--- config.mk ---
export PLATFORM = sky130hd
export DESIGN_NAME = sfbr_queue
export DESIGN_NICKNAME = d
export VERILOG_FILES = /design/src/rtl/sfbr_pkg.sv /design/src/rtl/sfbr_queue.sv
export SDC_FILE = /design/constraint.sdc
export NUM_CORES = 1
export LEC_CHECK = 0
export BUFFER_PORTS_ARGS = -buffer_cell sky130_fd_sc_hd__buf_2
export CELL_PAD_IN_SITES_DETAIL_PLACEMENT = 1
export CELL_PAD_IN_SITES_GLOBAL_PLACEMENT = 1
export CORE_MARGIN = 2
export CORE_UTILIZATION = 40
export CTS_CLUSTER_SIZE = 24
export DETAILED_ROUTE_END_ITERATION = 8
export HOLD_SLACK_MARGIN = 0.02
export PLACE_DENSITY_LB_ADDON = 0.1
export SETUP_SLACK_MARGIN = 0.15
export SLEW_MARGIN = 20
export SYNTH_ARGS = -nofsm -noshare
export SYNTH_HDL_FRONTEND = slang
export SYNTH_SLANG_ARGS = --single-unit
--- constraint.sdc ---
create_clock -name clk_i -period 5.35 [get_ports clk_i]
set_clock_uncertainty 0.2 [all_clocks]
set_input_delay 0.2675 -clock clk_i [delete_from_list [all_inputs] [get_ports clk_i]]
set_output_delay 0.2675 -clock clk_i [all_outputs]
set_load 0.01 [all_outputs]
--- src/rtl/sfbr_pkg.sv ---
// Shared types and constants for the SPI flash boot-read emulator.
// No dependencies; every other file refers to this package by scoped names.
package sfbr_pkg;

  // Fixed field widths of the channels
  localparam int unsigned LoadAddrW = 13;
  localparam int unsigned ByteW     = 8;
  localparam int unsigned ErrW      = 2;

  // Widest image byte index (image of up to 64 KiB)
  localparam int unsigned MemAddrW  = 16;

  // Read command expected after reset
  localparam logic [ByteW-1:0] ReadOpcodeRst = 8'h03;

  // Operation queue depth
  localparam int unsigned QueueDepth = 2;

  // Item function codes
  typedef enum logic {
    FUNC_LOAD     = 1'b0,
    FUNC_EXCHANGE = 1'b1
  } func_e;

  // Sticky fault codes
  typedef enum logic [ErrW-1:0] {
    ERR_NONE    = 2'd0,
    ERR_COMMAND = 2'd1,
    ERR_ADDRESS = 2'd2
  } err_e;

  // Classified operation handed from the front end to the back end
  typedef struct packed {
    logic                wr;    // store data at addr
    logic                rd;    // send image byte at addr
    logic [MemAddrW-1:0] addr;
    logic [ByteW-1:0]    data;
    err_e                err;
    logic                done;
  } op_t;

endpackage

--- src/rtl/sfbr_queue.sv ---
// Short operation queue between front and back end.
// Uses sfbr_pkg for the operation type and depth.
module sfbr_queue (
  input  logic          clk_i,
  input  logic          rst_ni,
  input  logic          push_i,
  input  sfbr_pkg::op_t op_i,
  input  logic          pop_i,
  output sfbr_pkg::op_t op_o,
  output logic          full_o,
  output logic          empty_o
);

  localparam int unsigned PtrW = $clog2(sfbr_pkg::QueueDepth);
  localparam int unsigned CntW = $clog2(sfbr_pkg::QueueDepth + 1);

  sfbr_pkg::op_t   slot_q [sfbr_pkg::QueueDepth];
  logic [PtrW-1:0] wr_ptr_q, rd_ptr_q;
  logic [CntW-1:0] cnt_q;

  assign full_o  = (cnt_q == CntW'(sfbr_pkg::QueueDepth));
  assign empty_o = (cnt_q == '0);
  assign op_o    = slot_q[rd_ptr_q];

  // Store pushed operations
  always_ff @(posedge clk_i) begin
    if (push_i) begin
      slot_q[wr_ptr_q] <= op_i;
    end
  end

  // Advance pointers and count
  always_ff @(posedge clk_i or negedge rst_ni) begin
    if (!rst_ni) begin
      wr_ptr_q <= '0;
      rd_ptr_q <= '0;
      cnt_q    <= '0;
    end else begin
      if (push_i) begin
        wr_ptr_q <= (wr_ptr_q == PtrW'(sfbr_pkg::QueueDepth - 1)) ? '0
                                                                   : wr_ptr_q + PtrW'(1);
      end
      if (pop_i) begin
        rd_ptr_q <= (rd_ptr_q == PtrW'(sfbr_pkg::QueueDepth - 1)) ? '0
                                                                   : rd_ptr_q + PtrW'(1);
      end
      if (push_i && !pop_i) begin
        cnt_q <= cnt_q + CntW'(1);
      end else if (pop_i && !push_i) begin
        cnt_q <= cnt_q - CntW'(1);
      end
    end
  end

endmodule

Word-level counts from Yosys, hierarchy flattened

Memories as Yosys holds them, arrays and structs flattened.
Cells that the tools add are included.

Equal/unequal tests: 1
Multiplexer cells: 6
Add/sub/neg operators: 4
Reductions and logical operators: 6

Operators with widths:

| cell                  | count |
|---|---|
| $mux W1               | 4 |
| $mux W2               | 2 |
| $add A1 B1 Y1 const B | 2 |
| $add A2 B1 Y2 const B | 1 |
| $eq A2 B2 Y1 const B  | 1 |
| $logic_and A1 B1 Y1   | 2 |
| $logic_not A1 Y1      | 2 |
| $logic_not A2 Y1      | 1 |
| $reduce_bool A2 Y1    | 1 |
| $sub A2 B1 Y2 const B | 1 |

Register bits: 4
Output and inout port bits: 31
Word-level logic and storage cells: 21
Bits in writable memories: 58
Input port bits: 33
Memories kept: 1

Memories:

| memory | words | width | read ports | clocked after memory_dff | wr ports | RTL line         | RTL |
|---|---|---|---|---|---|---|---|
| slot_q | 2     | 29    | 1          | 0                        | 1        | sfbr_queue.sv:17 | `sfbr_pkg::op_t slot_q [sfbr_pkg::QueueDepth];` |

Depth between registers and ports, before layout

Gate-level depths: netlist of run 1.

Word-level depth: 4
Depth in mapped cells: 5
Mapped depth without buffers: 5

Least setup slack after synthesis of run 1

No wires, ideal clock.

Kind: register to register
Start: reg wr_ptr_q
End: mem slot_q[0][0] (netlist bit), enable pin
Stages on the path, launching flop included: 2
Clock period less this slack: 2.328 ns
Data arrival time: 1.710 ns
Buffers on the path: 0
Library setup time: 0.418 ns
Path slack: 3.022 ns
Data required time: 4.732 ns
Cell sequence: dfrtp_1 > nor2b_1

RTL lines:

| element                | RTL line         | RTL |
|---|---|---|
| start, declared        | sfbr_queue.sv:18 | `logic [PtrW-1:0] wr_ptr_q, rd_ptr_q;` |
| start signal, assigned | sfbr_queue.sv:40 | `wr_ptr_q <= (wr_ptr_q == PtrW'(sfbr_pkg::QueueDepth - 1)) ? '0` |
| end, declared          | sfbr_queue.sv:17 |  |

Straight into the memory's write port.

==> impl_metrics.yaml, run 1 <==
cells_and_area:
  syn_to_final_growth_pct: 36.5
  multi_input_area_sq_um: 526
  nets: 244
  fillers: 571
  drive_gt1_share_pct: 49.8
  regArea_sq_um: 1840
  n_antenna_cell: 0
  utilization_pct: 55.9
pwr:
  ir_drop_v: 0.000262
  p_clk_share_pct: 22.2
  p_total_mw: 1.53
  p_leak_nw: 1.35
  p_sw_mw: 0.435
  combPwrFrac_pct: 29.3
  power_per_cell_area_nw_per_um2: 468
  switching_share_pct: 28.4
  power_frac_seq_pct: 48.5
  p_int_mw: 1.10
logic_synthesis:
  synth_top_cell_area_share_pct: 72.7
  synth_common_cells: "edfxtp_1, mux2_4, dfrtp_1, xor2_1, buf_6"
  yosysMostFrequentCell: "edfxtp_1"
  ys_async_sr_fraction_pct: 6.45
  netlist_area_sq_um: 2400
  synth_area_leaders: "edfxtp_1, mux2_4, dfrtp_1"
  avgSynthCellArea_sq_um: 22.6
  ys_ff_latch: 62
  synth_edf_count: 58
  syn_inst: 106
  yosysUniqueCellTypes: 11
  syn-num-nets: 140
  yosysTopAreaCell: "edfxtp_1"
  yosysWarnings: 0
  yosysSeqAreaShare_pct: 76.8
  synth_ff_type: "edfxtp_1"
global_route:
  top_usage_layer: "met2"
  grt_pass1_vias: 1416
  use_met1_pct: 16.3
  grtUsageMet3_pct: 3.41
  met2_usage_pct: 23.9
  antenna_found_initial: 0
  grt_pass1_wl_mm: 6.71
  grt_overflow: 0
  track_usage_pct: 14.3
  grt_max_degree: 31
sta:
  timing.setup.tns_ns: 0
  final.min_clock_period_ns: 2.30
  setup_viol: 0
  hold_viol_final: 0
  slew_headroom_pct: 36.1
  fmax_mhz: 434
  worstMarginPinSlew_ns: 0.959
  maxSlewViolCount: 0
  min_period_over_period_pct: 43.1
  setup_ws_ns: 3.05
  rsz0062_at_grt: "no"
hold_path:
  hold_class: "in -> async"
drt:
  first_iter_violations: 51
  viasPerCell: 4.40
  detail_route.wirelength_mm: 4.23
  drc: 0
  drtPass1Iterations: 4
  vias: 1277
  wl_per_cell_um: 14.6
  ant_nets: 0
clocking:
  clock_latency_ns: 0.32
  postCtsSetupRepairBufs: 0
  cts-buffers-inserted: 9
  cts.sinks: 62
  ctsLongestPathBuffers: 2
  cts-resized-gates: 0
  htreeDepth: 3
  clk_pin_slew_ns: 0.06
  tritoncts: "done"
  clockRootBuffer: "clkbuf_8"
placed_design:
  portBuffers: 63
  gp_congestion: 0.631
  dp_hpwl_mm: 2.51
  pre_cts_ws_ns: 3.36
setup_path:
  r2r_slack_ns: 3.65
  r2r-end: "slot_q[0][7]"
  cp.arrival_ns: 1.84
  crit_type: "reg -> out"
  critPathCapture: "op_o[2]"
  cp-startpoint: "rd_ptr_q"
  rr_startpoint: "wr_ptr_q"
  startpoint_type: "flip-flop"
  end_kind: "output pin"
  crit_required_ns: 4.88
  crit_fanout: 30
  r2r_cells: 1
floorplanning:
  io_pins: 64
  die_y_um: 81.4
  die-area_sq_um: 6630
  die_x_um: 81.4
  core_sq_um: 5850
  start_util_pct: 41.0
  fp-row-count: 28
flow_run:
  maxCapViolCount: 0
status:
  status: "completed"
-- cells by family (layout without fill, tap and decap cells) --
group | after synthesis | after routing | share of synthesized area [%]
DFF | 62 | 62 | 76.8
muxes | 29 | 29 | 18.2
xor gates and xnor gates | 5 | 5 | 1.83
and+or+nand+nor | 5 | 5 | 1.10
buffers and inverters | 4 | 113 | 1.57
adders and majority gates | 1 | 1 | 0.522
-- layer usage --
layer | part of all wire, % | wire length, um | vias up
li1 | - | - | 615
met1 | 40 | 1700 | 613
met2 | 52 | 2200 | 41
met3 | 5.1 | 214 | 8
met4 | 2.5 | 105 | 0
met5 | 0 | 0 | -
-- area by class of cell --
| type | instances | area share, % |
|---|---|---|
| sequential | 62 | 56.3 |
| clock inverter | 2 | 0.306 |
| timing repair buffer | 96 | 19.7 |
| tap | 75 | 2.87 |
| multi-input combinational | 40 | 16.1 |
| clock buffer | 14 | 4.67 |
| inverter | 1 | 0.115 |
-- worst max-delay path: stages (launching register included) --
cell	delay, ns
dfrtp_2	1.00
mux2_4	0.36
buf_2	0.14
-- timing repair --
action,in CTS,in global routing
hold endpoints to repair,64,0
hold buffers,32,0
endpoints found under the setup margin,0,0
-- registers in the layout, summed over array words and instances (netlist names) --
| signal | count |
|---|---|
| rd_ptr_q | 1 |
| wr_ptr_q | 1 |
| slot_q | 58 |
| cnt_q | 2 |
-- worst min path at each step --
stage,end,startpoint,slack (ns)
after floorplan,cnt_q[0],rst_ni,-0.23
after global placement,cnt_q[1],rst_ni,-0.12
after detailed placement,cnt_q[0],rst_ni,-0.12
after CTS,cnt_q[0],rst_ni,0.05
after global routing,cnt_q[0],rst_ni,0.08
final,cnt_q[0],rst_ni,0.07
-- power groups by stage --
stage,registers (mW),clock network (mW),logic [mW]
after global routing,0.761,0.373,0.488
after CTS,0.748,0.354,0.456
after detailed placement,0.757,0,0.437
after floorplan,0.687,0,0.358
after global placement,0.751,0,0.432
final,0.743,0.341,0.449
-- cell usage in the layout, fill, tap and decap left out, types with 2 or more instances in the layout --
cell type      instances
dfrtp_1                3
clkbuf_8              10
mux2_4                29
clkinv_2               2
nor2_1                 2
xor2_1                 4
dlygate4sd3_1         32
clkbuf_1               4
edfxtp_1              58
buf_2                 63
-- through the flow --
step	hold slack, ns	instance area, sq um	std cells
6_report	0.0688	3270	290
5_1_grt	0.0817	3270	290
4_1_cts	0.0519	3270	290
3_5_place_dp	-0.121	2790	242
3_3_place_gp	-0.121	2790	242
2_1_floorplan	-0.228	2400	106
(Power assumes the default switching activity.)
==> run 2: changes to the inputs <==
ABC_AREA = 1   (was not set)
CORE_UTILIZATION = 39   (was 40)
clock period = 2.1 ns   (was 5.35 ns; I/O delays follow)
==> impl_metrics.yaml, run 2 <==
status:
  status: "completed"
logic_synthesis:
  ys_async_sr_fraction_pct: 6.45
  synth_top_family_by_area: "multiplexers"
  synth_edf_count: 58
  synth_area_leaders: "edfxtp_1, mux2_4, dfrtp_1"
  yosysUniqueCellTypes: 12
  synth_ff_type: "edfxtp_1"
  ys_ff_latch: 62
  yosys.area_share.simple_pct: 1.71
  avgSynthCellArea_sq_um: 21.0
  yosysWarnings: 0
  syn_inst: 115
  synth_mux_area_share_pct: 18.0
  synth_common_cells: "edfxtp_1, mux2_4, inv_1"
  synth-adder-area-share_pct: 0.518
  yosysMostFrequentCell: "edfxtp_1"
  syn-num-nets: 149
  netlist_area_sq_um: 2420
  synth_compound_gate_area_share_pct: 0
  yosysTopAreaCell: "edfxtp_1"
  yosys.area_share.xor_xnor_pct: 1.09
  yosysSeqAreaShare_pct: 76.2
  synth_top_cell_area_share_pct: 72.0
cells_and_area:
  reg.largest.list: "slot_q x58, cnt_q x2"
  nets: 260
  post-route-cell-area_sq_um: 3380
  layout_common_cells: "buf_2, edfxtp_1, dlygate4sd3_1, mux2_4, clkbuf_8"
  largest_reg_flops: 58
  drive_gt1_share_pct: 49.4
  top_register: "slot_q"
  n_antenna_cell: 0
  fillers: 572
  syn_to_final_growth_pct: 39.8
  regArea_sq_um: 1840
  layout.cells.non_filler: 306
  mostFrequentLayoutCell: "buf_2"
  multi_input_area_sq_um: 523
pwr:
  p_sw_mw: 1.17
  p_total_mw: 4.01
  p_int_mw: 2.85
  ir_drop_v: 0.000629
  power_frac_seq_pct: 43.7
  power_per_cell_area_nw_per_um2: 1190
  p_leak_nw: 1.42
  combPwrFrac_pct: 35.4
  switching_share_pct: 29.0
  p_clk_share_pct: 20.8
sta:
  slew_headroom_pct: 71.4
  fmax_mhz: 579
  setup_ws_ns: 0.373
  setup_viol: 0
  maxSlewViolCount: 0
  timing.setup.tns_ns: 0
  worstMarginPinSlew_ns: 0.428
  min_period_over_period_pct: 82.3
  rsz0062_at_grt: "no"
  final.min_clock_period_ns: 1.73
  hold_viol_final: 0
drt:
  wl_per_cell_um: 15.2
  ant_nets: 0
  first_iter_violations: 56
  detail_route.wirelength_mm: 4.65
  drc: 0
  drtPass1Iterations: 3
  viasPerCell: 4.48
  vias: 1372
global_route:
  antenna_found_initial: 0
  grt_overflow: 0
  track_usage_pct: 15.3
  grt_pass1_wl_mm: 7.28
  grt_max_degree: 23
  grt_pass1_vias: 1554
setup_path:
  cp_cell_sequence: "buf_12, mux2_4, buf_2"
  crit_path_top_delay_cell: "dfrtp_2"
  cpPeakStageDelay_ns: 0.41
  end_kind: "output pin"
  crit_required_ns: 1.79
  cp.arrival_ns: 1.42
  crit_type: "reg -> out"
  crit_fanout: 22
  startpoint_type: "flip-flop"
floorplanning:
  die_y_um: 82.7
  fp-row-count: 28
  die-area_sq_um: 6840
  start_util_pct: 40.6
  die_x_um: 82.7
  core_sq_um: 5960
  io_pins: 64
placed_design:
  pre_cts_ws_ns: 0.533
  gp_congestion: 0.609
  placed_cells: 254
  placed_area_sq_um: 2870
  portBuffers: 63
clocking:
  cts-buffers-inserted: 9
  tritoncts: "done"
  cts-resized-gates: 0
  cts.sinks: 62
  clk_pin_slew_ns: 0.07
  clockRootBuffer: "clkbuf_8"
  htreeDepth: 3
  clock_latency_ns: 0.32
  ctsLongestPathBuffers: 2
flow_run:
  maxCapViolCount: 0
hold_path:
  hold_class: "in -> reg"
==> run 2: metrics by stage <==
step | hold slack [ns] | utilization [%]
after floorplan | -0.391 | -
final | 0.303 | 56.7
after global routing | 0.293 | 56.7
after CTS | 0.273 | 56.4
after detailed placement | -0.277 | 48.2
after global placement | -0.279 | 48.2
==> run 2: cells by family (layout without fill, tap and decap cells) <==
group | after synthesis | after routing
mux | 29 | 29
simple gates | 10 | 10
flops | 62 | 62
buf+inv | 10 | 126
xor+xnor | 3 | 3
fa+ha+maj | 1 | 1
==> run 2: area by class of cell <==
class / instances / share of cell area [%]
clock buffer: 11 / 3.89
clock inverter: 5 / 0.777
sequential: 62 / 54.5
tap: 75 / 2.78
multi-input combinational: 43 / 15.5
inverter: 7 / 0.777
timing repair buffer: 103 / 21.8
==> run 2: layer usage <==
layer	vias up	GRT usage, %	wire length [um]	share of wire, %
met5	-	0	0	0
met4	0	10.7	165	3.5
met3	14	5.11	260	5.6
met2	49	26.5	2550	55
met1	657	15.4	1680	36
li1	652	-	-	-
==> run 2: repair_timing <==
item,CTS,global route
buffers inserted,0,3
endpoints found under the hold margin,65,0
endpoints found under the setup margin,0,22
hold buffers,33,0
==> run 2: final timing paths <==
kind / slack (ns) / end / from / cells past startpoint
worst max-delay path: 0.37 / op_o[10] / rd_ptr_q / 3
worst min-delay path: 0.30 / slot_q[0][5] / op_i[5] / 2
worst max register to register: 0.56 / slot_q[0][19] / wr_ptr_q / 2
worst min register to register: 0.33 / cnt_q[1] / cnt_q[1] / 2
max in group asynchronous: 1.02 / rd_ptr_q / rst_ni / 3
min in group asynchronous: 0.49 / cnt_q[1] / rst_ni / 3
==> run 2: worst max-delay path, delay by kind of cell, from the launching register on <==
kind	cells	cell delay [ns]
DFF	1	0.41
muxes	1	0.32
buffers and inverters	2	0.37
==> run 2: power groups by stage <==
stage / clock (mW) / combinational, mW / sequential, mW
after floorplan: 0 / 0.920 / 1.75
after global placement: 0 / 1.30 / 1.79
after detailed placement: 0 / 1.33 / 1.82
after CTS: 0.878 / 1.38 / 1.79
after global routing: 0.921 / 1.55 / 1.78
final: 0.836 / 1.42 / 1.76
