[src/rtl/sfbr_pkg.sv]
// Shared types and constants for the SPI flash boot-read emulator.
// No dependencies; every other file refers to this package by scoped names.
package sfbr_pkg;

  // Fixed field widths of the channels
  localparam int unsigned LoadAddrW = 13;
  localparam int unsigned ByteW     = 8;
  localparam int unsigned ErrW      = 2;

  // Widest image byte index (image of up to 64 KiB)
  localparam int unsigned MemAddrW  = 16;

  // Read command expected after reset
  localparam logic [ByteW-1:0] ReadOpcodeRst = 8'h03;

  // Operation queue depth
  localparam int unsigned QueueDepth = 2;

  // Item function codes
  typedef enum logic {
    FUNC_LOAD     = 1'b0,
    FUNC_EXCHANGE = 1'b1
  } func_e;

  // Sticky fault codes
  typedef enum logic [ErrW-1:0] {
    ERR_NONE    = 2'd0,
    ERR_COMMAND = 2'd1,
    ERR_ADDRESS = 2'd2
  } err_e;

  // Classified operation handed from the front end to the back end
  typedef struct packed {
    logic                wr;    // store data at addr
    logic                rd;    // send image byte at addr
    logic [MemAddrW-1:0] addr;
    logic [ByteW-1:0]    data;
    err_e                err;
    logic                done;
  } op_t;

endpackage

[src/rtl/sfbr_in_if.sv]
// Input channel of the boot-read emulator: valid/ready plus one item.
// Depends on sfbr_pkg for field widths.
interface sfbr_in_if;
  logic                           valid;
  logic                           ready;
  logic                           func;
  logic [sfbr_pkg::LoadAddrW-1:0] load_addr;
  logic [sfbr_pkg::ByteW-1:0]     load_data;
  logic [sfbr_pkg::ByteW-1:0]     rx_byte;

  modport source (output valid, output func, output load_addr, output load_data,
                  output rx_byte, input ready);
  modport sink   (input valid, input func, input load_addr, input load_data,
                  input rx_byte, output ready);
endinterface

[src/rtl/sfbr_front.sv]
// Front end: accepts items, tracks the read sequence, checks command and
// address, and emits one classified operation per item. Uses sfbr_pkg.
module sfbr_front #(
  parameter int unsigned IMAGE_BYTES  = 8192,
  parameter int unsigned HEADER_BYTES = 256,
  parameter int unsigned BLOCK_BYTES  = 2048,
  parameter int unsigned PAD_BYTES    = 4
) (
  input  logic                       clk_i,
  input  logic                       rst_ni,
  sfbr_in_if.sink                    in_i,
  input  logic                       cfg_we_i,
  input  logic [sfbr_pkg::ByteW-1:0] cfg_wdata_i,
  input  logic                       q_full_i,
  output logic                       push_o,
  output sfbr_pkg::op_t              op_o
);

  localparam int unsigned NumBlocks = (IMAGE_BYTES + BLOCK_BYTES - 1) / BLOCK_BYTES;
  localparam int unsigned BlkW      = (NumBlocks > 1) ? $clog2(NumBlocks) : 1;
  localparam int unsigned LastLen   = IMAGE_BYTES - (NumBlocks - 1) * BLOCK_BYTES;
  localparam int unsigned SegMax    = PAD_BYTES +
                                      ((HEADER_BYTES > BLOCK_BYTES) ? HEADER_BYTES
                                                                    : BLOCK_BYTES);
  localparam int unsigned PosW      = $clog2(SegMax + 1);
  localparam int unsigned ImgAW     = $clog2(IMAGE_BYTES);
  localparam int unsigned SumW      = sfbr_pkg::MemAddrW + 1;

  logic [sfbr_pkg::ByteW-1:0] opcode_q;
  logic [PosW-1:0]            pos_q, pos_d;
  logic [BlkW-1:0]            blk_q, blk_d;
  logic [ImgAW-1:0]           base_q, base_d;
  logic [15:0]                acc_q, acc_d;
  sfbr_pkg::err_e             fault_q, fault_d;
  logic                       hdr_q, hdr_d;

  logic            accept;
  logic            is_xchg;
  logic            last_blk;
  logic [PosW-1:0] seg_end;
  logic            at_end;
  logic            is_pad;
  logic            check;
  logic [PosW-1:0] offset;
  logic [SumW-1:0] mem_sum;
  logic [SumW-1:0] next_base;
  logic            done;

  assign in_i.ready = !q_full_i;
  assign accept     = in_i.valid && in_i.ready;
  assign push_o     = accept;
  assign is_xchg    = (in_i.func == sfbr_pkg::FUNC_EXCHANGE);

  // Segment geometry
  assign last_blk = (blk_q == BlkW'(NumBlocks - 1));
  always_comb begin
    if (hdr_q) begin
      seg_end = PosW'(PAD_BYTES + HEADER_BYTES - 1);
    end else if (last_blk) begin
      seg_end = PosW'(PAD_BYTES + LastLen - 1);
    end else begin
      seg_end = PosW'(PAD_BYTES + BLOCK_BYTES - 1);
    end
  end
  assign at_end    = (pos_q == seg_end);
  assign is_pad    = (pos_q < PosW'(PAD_BYTES));
  assign offset    = pos_q - PosW'(PAD_BYTES);
  assign mem_sum   = SumW'(base_q) + SumW'(offset);
  assign next_base = SumW'(base_q) + SumW'(BLOCK_BYTES);
  assign check     = !hdr_q && (fault_q == sfbr_pkg::ERR_NONE);

  // Sequence advance and command/address check
  always_comb begin
    pos_d   = pos_q;
    blk_d   = blk_q;
    base_d  = base_q;
    acc_d   = acc_q;
    fault_d = fault_q;
    hdr_d   = hdr_q;
    done    = 1'b0;
    if (accept && is_xchg) begin
      if (check) begin
        if (pos_q == PosW'(0)) begin
          acc_d = '0;
          if (in_i.rx_byte != opcode_q) begin
            fault_d = sfbr_pkg::ERR_COMMAND;
          end
        end else if (pos_q == PosW'(1) || pos_q == PosW'(2)) begin
          acc_d = {acc_q[7:0], in_i.rx_byte};
        end else if (pos_q == PosW'(3)) begin
          acc_d = {acc_q[7:0], in_i.rx_byte};
          if ({acc_q, in_i.rx_byte} != 24'(base_q)) begin
            fault_d = sfbr_pkg::ERR_ADDRESS;
          end
        end
      end
      if (at_end) begin
        pos_d = '0;
        if (hdr_q) begin
          hdr_d  = 1'b0;
          blk_d  = '0;
          base_d = '0;
        end else if (last_blk) begin
          done   = 1'b1;
          hdr_d  = 1'b1;
          blk_d  = '0;
          base_d = '0;
        end else begin
          blk_d  = blk_q + BlkW'(1);
          base_d = ImgAW'(next_base);
        end
      end else begin
        pos_d = pos_q + PosW'(1);
      end
    end
  end

  // Build the operation for the back end
  always_comb begin
    op_o.data = in_i.load_data;
    op_o.err  = fault_d;
    if (is_xchg) begin
      op_o.wr   = 1'b0;
      op_o.rd   = !is_pad && (fault_d == sfbr_pkg::ERR_NONE);
      op_o.addr = sfbr_pkg::MemAddrW'(mem_sum);
      op_o.done = done && (fault_d == sfbr_pkg::ERR_NONE);
    end else begin
      op_o.wr   = (SumW'(in_i.load_addr) < SumW'(IMAGE_BYTES));
      op_o.rd   = 1'b0;
      op_o.addr = sfbr_pkg::MemAddrW'(in_i.load_addr);
      op_o.done = 1'b0;
    end
  end

  // Hold sequence state
  always_ff @(posedge clk_i or negedge rst_ni) begin
    if (!rst_ni) begin
      pos_q   <= '0;
      blk_q   <= '0;
      base_q  <= '0;
      acc_q   <= '0;
      fault_q <= sfbr_pkg::ERR_NONE;
      hdr_q   <= 1'b1;
    end else begin
      pos_q   <= pos_d;
      blk_q   <= blk_d;
      base_q  <= base_d;
      acc_q   <= acc_d;
      fault_q <= fault_d;
      hdr_q   <= hdr_d;
    end
  end

  // Command register
  always_ff @(posedge clk_i or negedge rst_ni) begin
    if (!rst_ni) begin
      opcode_q <= sfbr_pkg::ReadOpcodeRst;
    end else if (cfg_we_i) begin
      opcode_q <= cfg_wdata_i;
    end
  end

endmodule

[src/flat_wrapper.sv]
// flat-port wrapper written by rule: the top's interface ports become plain ports
module sfbr_front_flat 
#(
  parameter int unsigned IMAGE_BYTES  = 8192,
  parameter int unsigned HEADER_BYTES = 256,
  parameter int unsigned BLOCK_BYTES  = 2048,
  parameter int unsigned PAD_BYTES    = 4
)
  (clk_i, rst_ni, cfg_we_i, cfg_wdata_i, q_full_i, push_o, op_o, in_i_valid, in_i_func, in_i_load_addr, in_i_load_data, in_i_rx_byte, in_i_ready);
  sfbr_in_if in_i_i ();
  input  logic clk_i;
  input  logic rst_ni;
  input  logic cfg_we_i;
  input  logic [sfbr_pkg::ByteW-1:0] cfg_wdata_i;
  input  logic q_full_i;
  output logic push_o;
  output sfbr_pkg::op_t op_o;
  input wire logic [$bits(in_i_i.valid)-1:0] in_i_valid;
  input wire logic [$bits(in_i_i.func)-1:0] in_i_func;
  input wire logic [$bits(in_i_i.load_addr)-1:0] in_i_load_addr;
  input wire logic [$bits(in_i_i.load_data)-1:0] in_i_load_data;
  input wire logic [$bits(in_i_i.rx_byte)-1:0] in_i_rx_byte;
  output wire logic [$bits(in_i_i.ready)-1:0] in_i_ready;
  assign in_i_i.valid = in_i_valid;
  assign in_i_i.func = in_i_func;
  assign in_i_i.load_addr = in_i_load_addr;
  assign in_i_i.load_data = in_i_load_data;
  assign in_i_i.rx_byte = in_i_rx_byte;
  assign in_i_ready = in_i_i.ready;
  sfbr_front #(.IMAGE_BYTES(IMAGE_BYTES), .HEADER_BYTES(HEADER_BYTES), .BLOCK_BYTES(BLOCK_BYTES), .PAD_BYTES(PAD_BYTES)) u_core (.clk_i(clk_i), .rst_ni(rst_ni), .in_i(in_i_i), .cfg_we_i(cfg_we_i), .cfg_wdata_i(cfg_wdata_i), .q_full_i(q_full_i), .push_o(push_o), .op_o(op_o));
endmodule
[config.mk]
export PLATFORM = sky130hd
export DESIGN_NAME = sfbr_front_flat
export DESIGN_NICKNAME = d
export VERILOG_FILES = /design/src/rtl/sfbr_pkg.sv /design/src/rtl/sfbr_in_if.sv /design/src/rtl/sfbr_front.sv /design/src/flat_wrapper.sv
export SDC_FILE = /design/constraint.sdc
export NUM_CORES = 1
export LEC_CHECK = 0
export BUFFER_PORTS_ARGS = -buffer_cell sky130_fd_sc_hd__buf_4
export CELL_PAD_IN_SITES_DETAIL_PLACEMENT = 1
export CELL_PAD_IN_SITES_GLOBAL_PLACEMENT = 2
export CORE_MARGIN = 3
export CORE_UTILIZATION = 34
export CTS_CLUSTER_SIZE = 10
export DETAILED_ROUTE_END_ITERATION = 7
export GPL_TIMING_DRIVEN = 0
export PLACE_DENSITY = 0.95
export SYNTH_ARGS = -nofsm -noshare
export SYNTH_HDL_FRONTEND = slang
export SYNTH_SLANG_ARGS = --single-unit
[constraint.sdc]
create_clock -name clk_i -period 5.2 [get_ports clk_i]
set_input_delay 0.52 -clock clk_i [delete_from_list [all_inputs] [get_ports clk_i]]
set_output_delay 0.52 -clock clk_i [all_outputs]
set_load 0.005 [all_outputs]
Yosys cells after proc, flatten, opt, wreduce, memory -nomap -nowiden
Cells that the tools add are included.

word-level totals
  bits in registers = 54
  logic and storage cells = 57

operators by class
  $add $sub $neg = 5
  order comparisons = 1
  eq/ne operators = 7
  muxes and demuxes = 22
  reductions and logical operators = 15

operators by type and width
  cell                                                          number
  two-way mux 16 bit                                            3
  two-way mux 13 bit                                            2
  equality test 12 x 2 -> 1 bit (second input constant)         2
  two-way mux 12 bit                                            2
  != test 24 x 13 -> 1 bit                                      1
  two-way mux 18 bit                                            1
  two-way mux 2 bit                                             9
  adder 13 x 12 -> 14 bit                                       1
  adder 13 x 12 -> 13 bit (second input constant)               1
  adder 12 x 1 -> 12 bit (second input constant)                1
  equality test 12 x 1 -> 1 bit (second input constant)         1
  equality test 12 bit                                          1
  zero test 12 bit                                              1
  less-than comparator 12 x 3 -> 1 bit (second input constant)  1
  subtractor 12 x 3 -> 12 bit (second input constant)           1
  != test 8 bit                                                 1
  logical AND 1 bit                                             5
  two-way mux 1 bit                                             5
  zero test 2 bit                                               2
  zero test 1 bit                                               3
  AND reduction 3 bit                                           1
  nonzero test 3 bit                                            1
  adder 2 x 1 -> 2 bit (second input constant)                  1
  equality test 2 bit (second input constant)                   1
  2 further kinds                                               2

Logic depth before layout (Yosys ltp)
  depth in word-level cells = 10
  depth in mapped cells = 8
  mapped depth without buffers = 7

Least setup slack after synthesis
OpenSTA, ideal clock, no wires.

  path kind = reg2out
  start = reg u_core.pos_q[4]
  end = out op_o[22] in the netlist's numbering
  data arrival time = 1820 ps
  required time = 4680 ps
  slack = 2860 ps
  stages on the path, launching flop included = 8
  buffers on the path = 1
  cell sequence = dfrtp_1 -> buf_2 -> nor3_1 -> nand3_1 -> nor3_1 -> xor2_1 -> ha_1 -> mux2_2

RTL lines
  element                 line                source
  start, declared         sfbr_front.sv:30    logic [PosW-1:0] pos_q, pos_d;
  start signal, assigned  sfbr_front.sv:145   pos_q <= pos_d;
  end, declared           flat_wrapper.sv:17  output sfbr_pkg::op_t op_o;

==> impl_metrics.csv <==
group,metric,value,unit
run_status,status,"finished clean",
synthesis,synth_cell_type_count,47,
route,drc,0,
global_routing,antenna_found_initial,0,
clock_tree,h-tree-depth,2,
critical_path,endpoint,"op_o[22]",
critical_path,r2r_cells,6,
global_routing,grt_pass1_wl,12.5,mm
floorplanning,ioPinCount,74,
critical_path,rrSetupSlack,2820,ps
sta,setup-violations-final,0,
clock_tree,path_clk_slew,80,ps
global_routing,grt_pass1_vias,2491,
critical_path,crit_fanout,10,
synthesis,syn-cell-area,2720,um2
clock_tree,clk_latency,290,ps
synthesis,synthCells,286,
synthesis,synth_top_area_share,36.8,%
floorplanning,core,7490,um2
power,p_sw,0.402,mW
route,num_vias,2344,
power,powerDensity,339,nW/um2
clock_tree,cts.sinks,43,
clock_tree,post_cts_buffers,0,
synthesis,synth-seq-area-share,39.7,%
synthesis,synthTopCellsByArea,"dfrtp_1 (37%), o31ai_1 (5.2%), mux2_2 (5.0%)",
synthesis,async_reset_ff_share,100,%
floorplanning,die_area,9110,um2
sta,fin_crit,3060,ps
power,switching_share,34.4,%
clock_tree,root_buffer,"clkbuf_8",
synthesis,avgSynthCellArea,9.51,um2
synthesis,yosysTopAreaCell,"dfrtp_1",
power,peakVddDrop,0.168,mV
cells_and_area,area_delta_synth_final,26.5,%
synthesis,synth_seq_cells,43,
critical_path,r2r_end,"u_core.acc_q[0]$_DFFE_PN0P_",
worst_hold_path,hp-class,"in -> async",
sta,min_period_over_period,58.8,%
job,drv_cap,0,
placed_design,dp.final_hpwl,5.77,mm
cells_and_area,fillers,883,
critical_path,startpoint_type,"flop",
sta,worstMarginPinSlew,902,ps
critical_path,endpoint_kind,"output pin",
sta,fmax,0.327,GHz
critical_path,cp.arrival,2540,ps
cells_and_area,antennaDiodeCount,0,
sta,rsz0062_at_grt,"no",
floorplanning,initial_core_util,36.3,%
synthesis,synthTopCellsByCount,"dfrtp_1 (40), nand2_1 (30), o21ai_0 (20)",
critical_path,r2r-start,"u_core.pos_q[1]$_DFFE_PN0P_",
cells_and_area,finalNetCount,407,
floorplanning,row_count,31,
critical_path,worstSetupPathType,"reg -> out",
clock_tree,cts.path.max_buffers,2,
global_routing,grt_max_degree,44,
placed_design,portBuffers,61,
route,vias_per_cell,5.15,
route,wire_per_inst,16.1,um
clock_tree,cts_buffers,5,
route,dr.pass1.iters,4,
power,pwr-share-comb,36.3,%
synthesis,yosysWarnings,0,
sta,final_max_slew_viol_count,0,
cells_and_area,drive_above_1_share,32.6,%
synthesis,ys.flop_type,"dfrtp_1",
sta,setup_tns,0,ps
clock_tree,cts_tree,"yes",
sta,finalClockSkew,5.93,ps
synthesis,yosysMostFrequentCell,"dfrtp_1",
critical_path,crit_start,"u_core.pos_q[4]$_DFFE_PN0P_",
floorplanning,die_w,95.4,um
clock_tree,cts_hold_buf,0,
critical_path,cp.required,4680,ps
clock_tree,cts.repair.resized,0,
global_routing,grtUsageTotal,17.4,%
power,leakage,1.60,nW
power,p_total,1.17,mW
power,p_clk_share,26.9,%
route,drt_iter0_markers,110,
global_routing,grt_overflow,0,
route,detail_route.wirelength,7.32,mm
floorplanning,fp.dieH,95.4,um
route,ant_nets,0,
placed_design,place_congestion,0.754,
power,seqPwrFrac,36.8,%
sta,relSlewSlack,39.1,%
sta,hold_violations,0,
sta,fin_hold_ws,205,ps
power,p_int,0.766,mW
synthesis,synth_edf_count,0,
==> sequential cells by signal, summed over array words and instances, names as in the netlist <==
| name | flops |
|---|---|
| u_core.acc_q | 16 |
| u_core.base_q | 2 |
| u_core.blk_q | 2 |
| u_core.fault_q | 2 |
| u_core.hdr_q | 1 |
| u_core.opcode_q | 8 |
| u_core.pos_q | 12 |
==> worst max-delay path, stage by stage (launching register included) <==
cell and delay (ps):
dfrtp_1 390, buf_2 190, nor3_1 430, nand3_1 180, nor3_1 240, xor2_1 170, ha_1 250, mux2_2 260
buf_4 130
==> layout by cell type, fill, tap and decap left out, types with 4 or more instances in the layout <==
master,instances
nand3_1,4
inv_1,8
clkbuf_1,9
ha_1,9
clkbuf_8,5
nor4_1,10
mux2_2,12
xor2_1,14
nand4_1,5
buf_4,73
or4_1,5
nor3_1,4
o31ai_1,19
xnor2_1,11
dfrtp_1,40
buf_2,9
o21ai_0,20
a21oi_1,9
nor2_1,17
nand2_1,30
==> power by group through the flow <==
stage | registers (mW) | clock network [mW] | logic (mW)
2_1_floorplan | 0.422 | 0 | 0.272
3_3_place_gp | 0.433 | 0 | 0.411
3_5_place_dp | 0.436 | 0 | 0.427
4_1_cts | 0.430 | 0.320 | 0.430
5_1_grt | 0.439 | 0.334 | 0.482
6_report | 0.430 | 0.314 | 0.424
==> logic make-up after synthesis <==
group	Yosys count	synth area share (%)
AO/OA/AOI/OAI	59	14.1
AND/OR/NAND/NOR	94	19.7
buffers and inverters	39	7.73
XOR/XNOR	25	8.05
adder cells (fa/ha/maj)	9	4.14
flip-flops	43	39.7
multiplexers	16	6.49
other	1	0.138
==> worst min-delay path by stage <==
stage	to	start	depth (start not counted)	slack [ps]
5_1_grt	u_core.acc_q[1]$_DFFE_PN0P_	rst_ni	1	240
6_report	u_core.opcode_q[2]$_DFFE_PN0P_	rst_ni	1	210
3_5_place_dp	u_core.blk_q[0]$_DFFE_PN0P_	u_core.blk_q[0]$_DFFE_PN0P_	1	480
3_3_place_gp	u_core.blk_q[0]$_DFFE_PN0P_	u_core.blk_q[0]$_DFFE_PN0P_	1	470
4_1_cts	u_core.acc_q[5]$_DFFE_PN0P_	rst_ni	1	220
2_1_floorplan	u_core.acc_q[0]$_DFFE_PN0P_	rst_ni	0	220
==> layout make-up <==
cell class | instances | area, um2 | area share (%)
multi-input cells | 205 | 1430 | 41.7
well taps | 99 | 124 | 3.60
clock inverters | 3 | 67.6 | 1.96
plain buffers | 31 | 180 | 5.23
inverters | 8 | 30.0 | 0.872
flip-flops and latches | 43 | 1080 | 31.4
repair buffers | 61 | 458 | 13.3
clock buffers | 5 | 68.8 | 2.00
==> per-layer routing <==
metal,track usage [%],up-vias,share of wire (%)
met5,0,-,0
met4,4.15,0,0.76
met3,2.76,4,4.2
met2,30.7,51,51
met1,22.3,1149,44
li1,-,1140,-
==> stage by stage <==
step                area, um2  util (%)  worst slack [ps]  instances
detailed placement       3310      44.2              2450        447
global placement         3310      44.2              2460        447
floorplan                2720         -              2860        287
finish                   3440      46.0              2140        455
CTS                      3440      46.0              2120        455
global route             3440      46.0              1950        455
No activity file was read; power rests on OpenSTA's default activity.
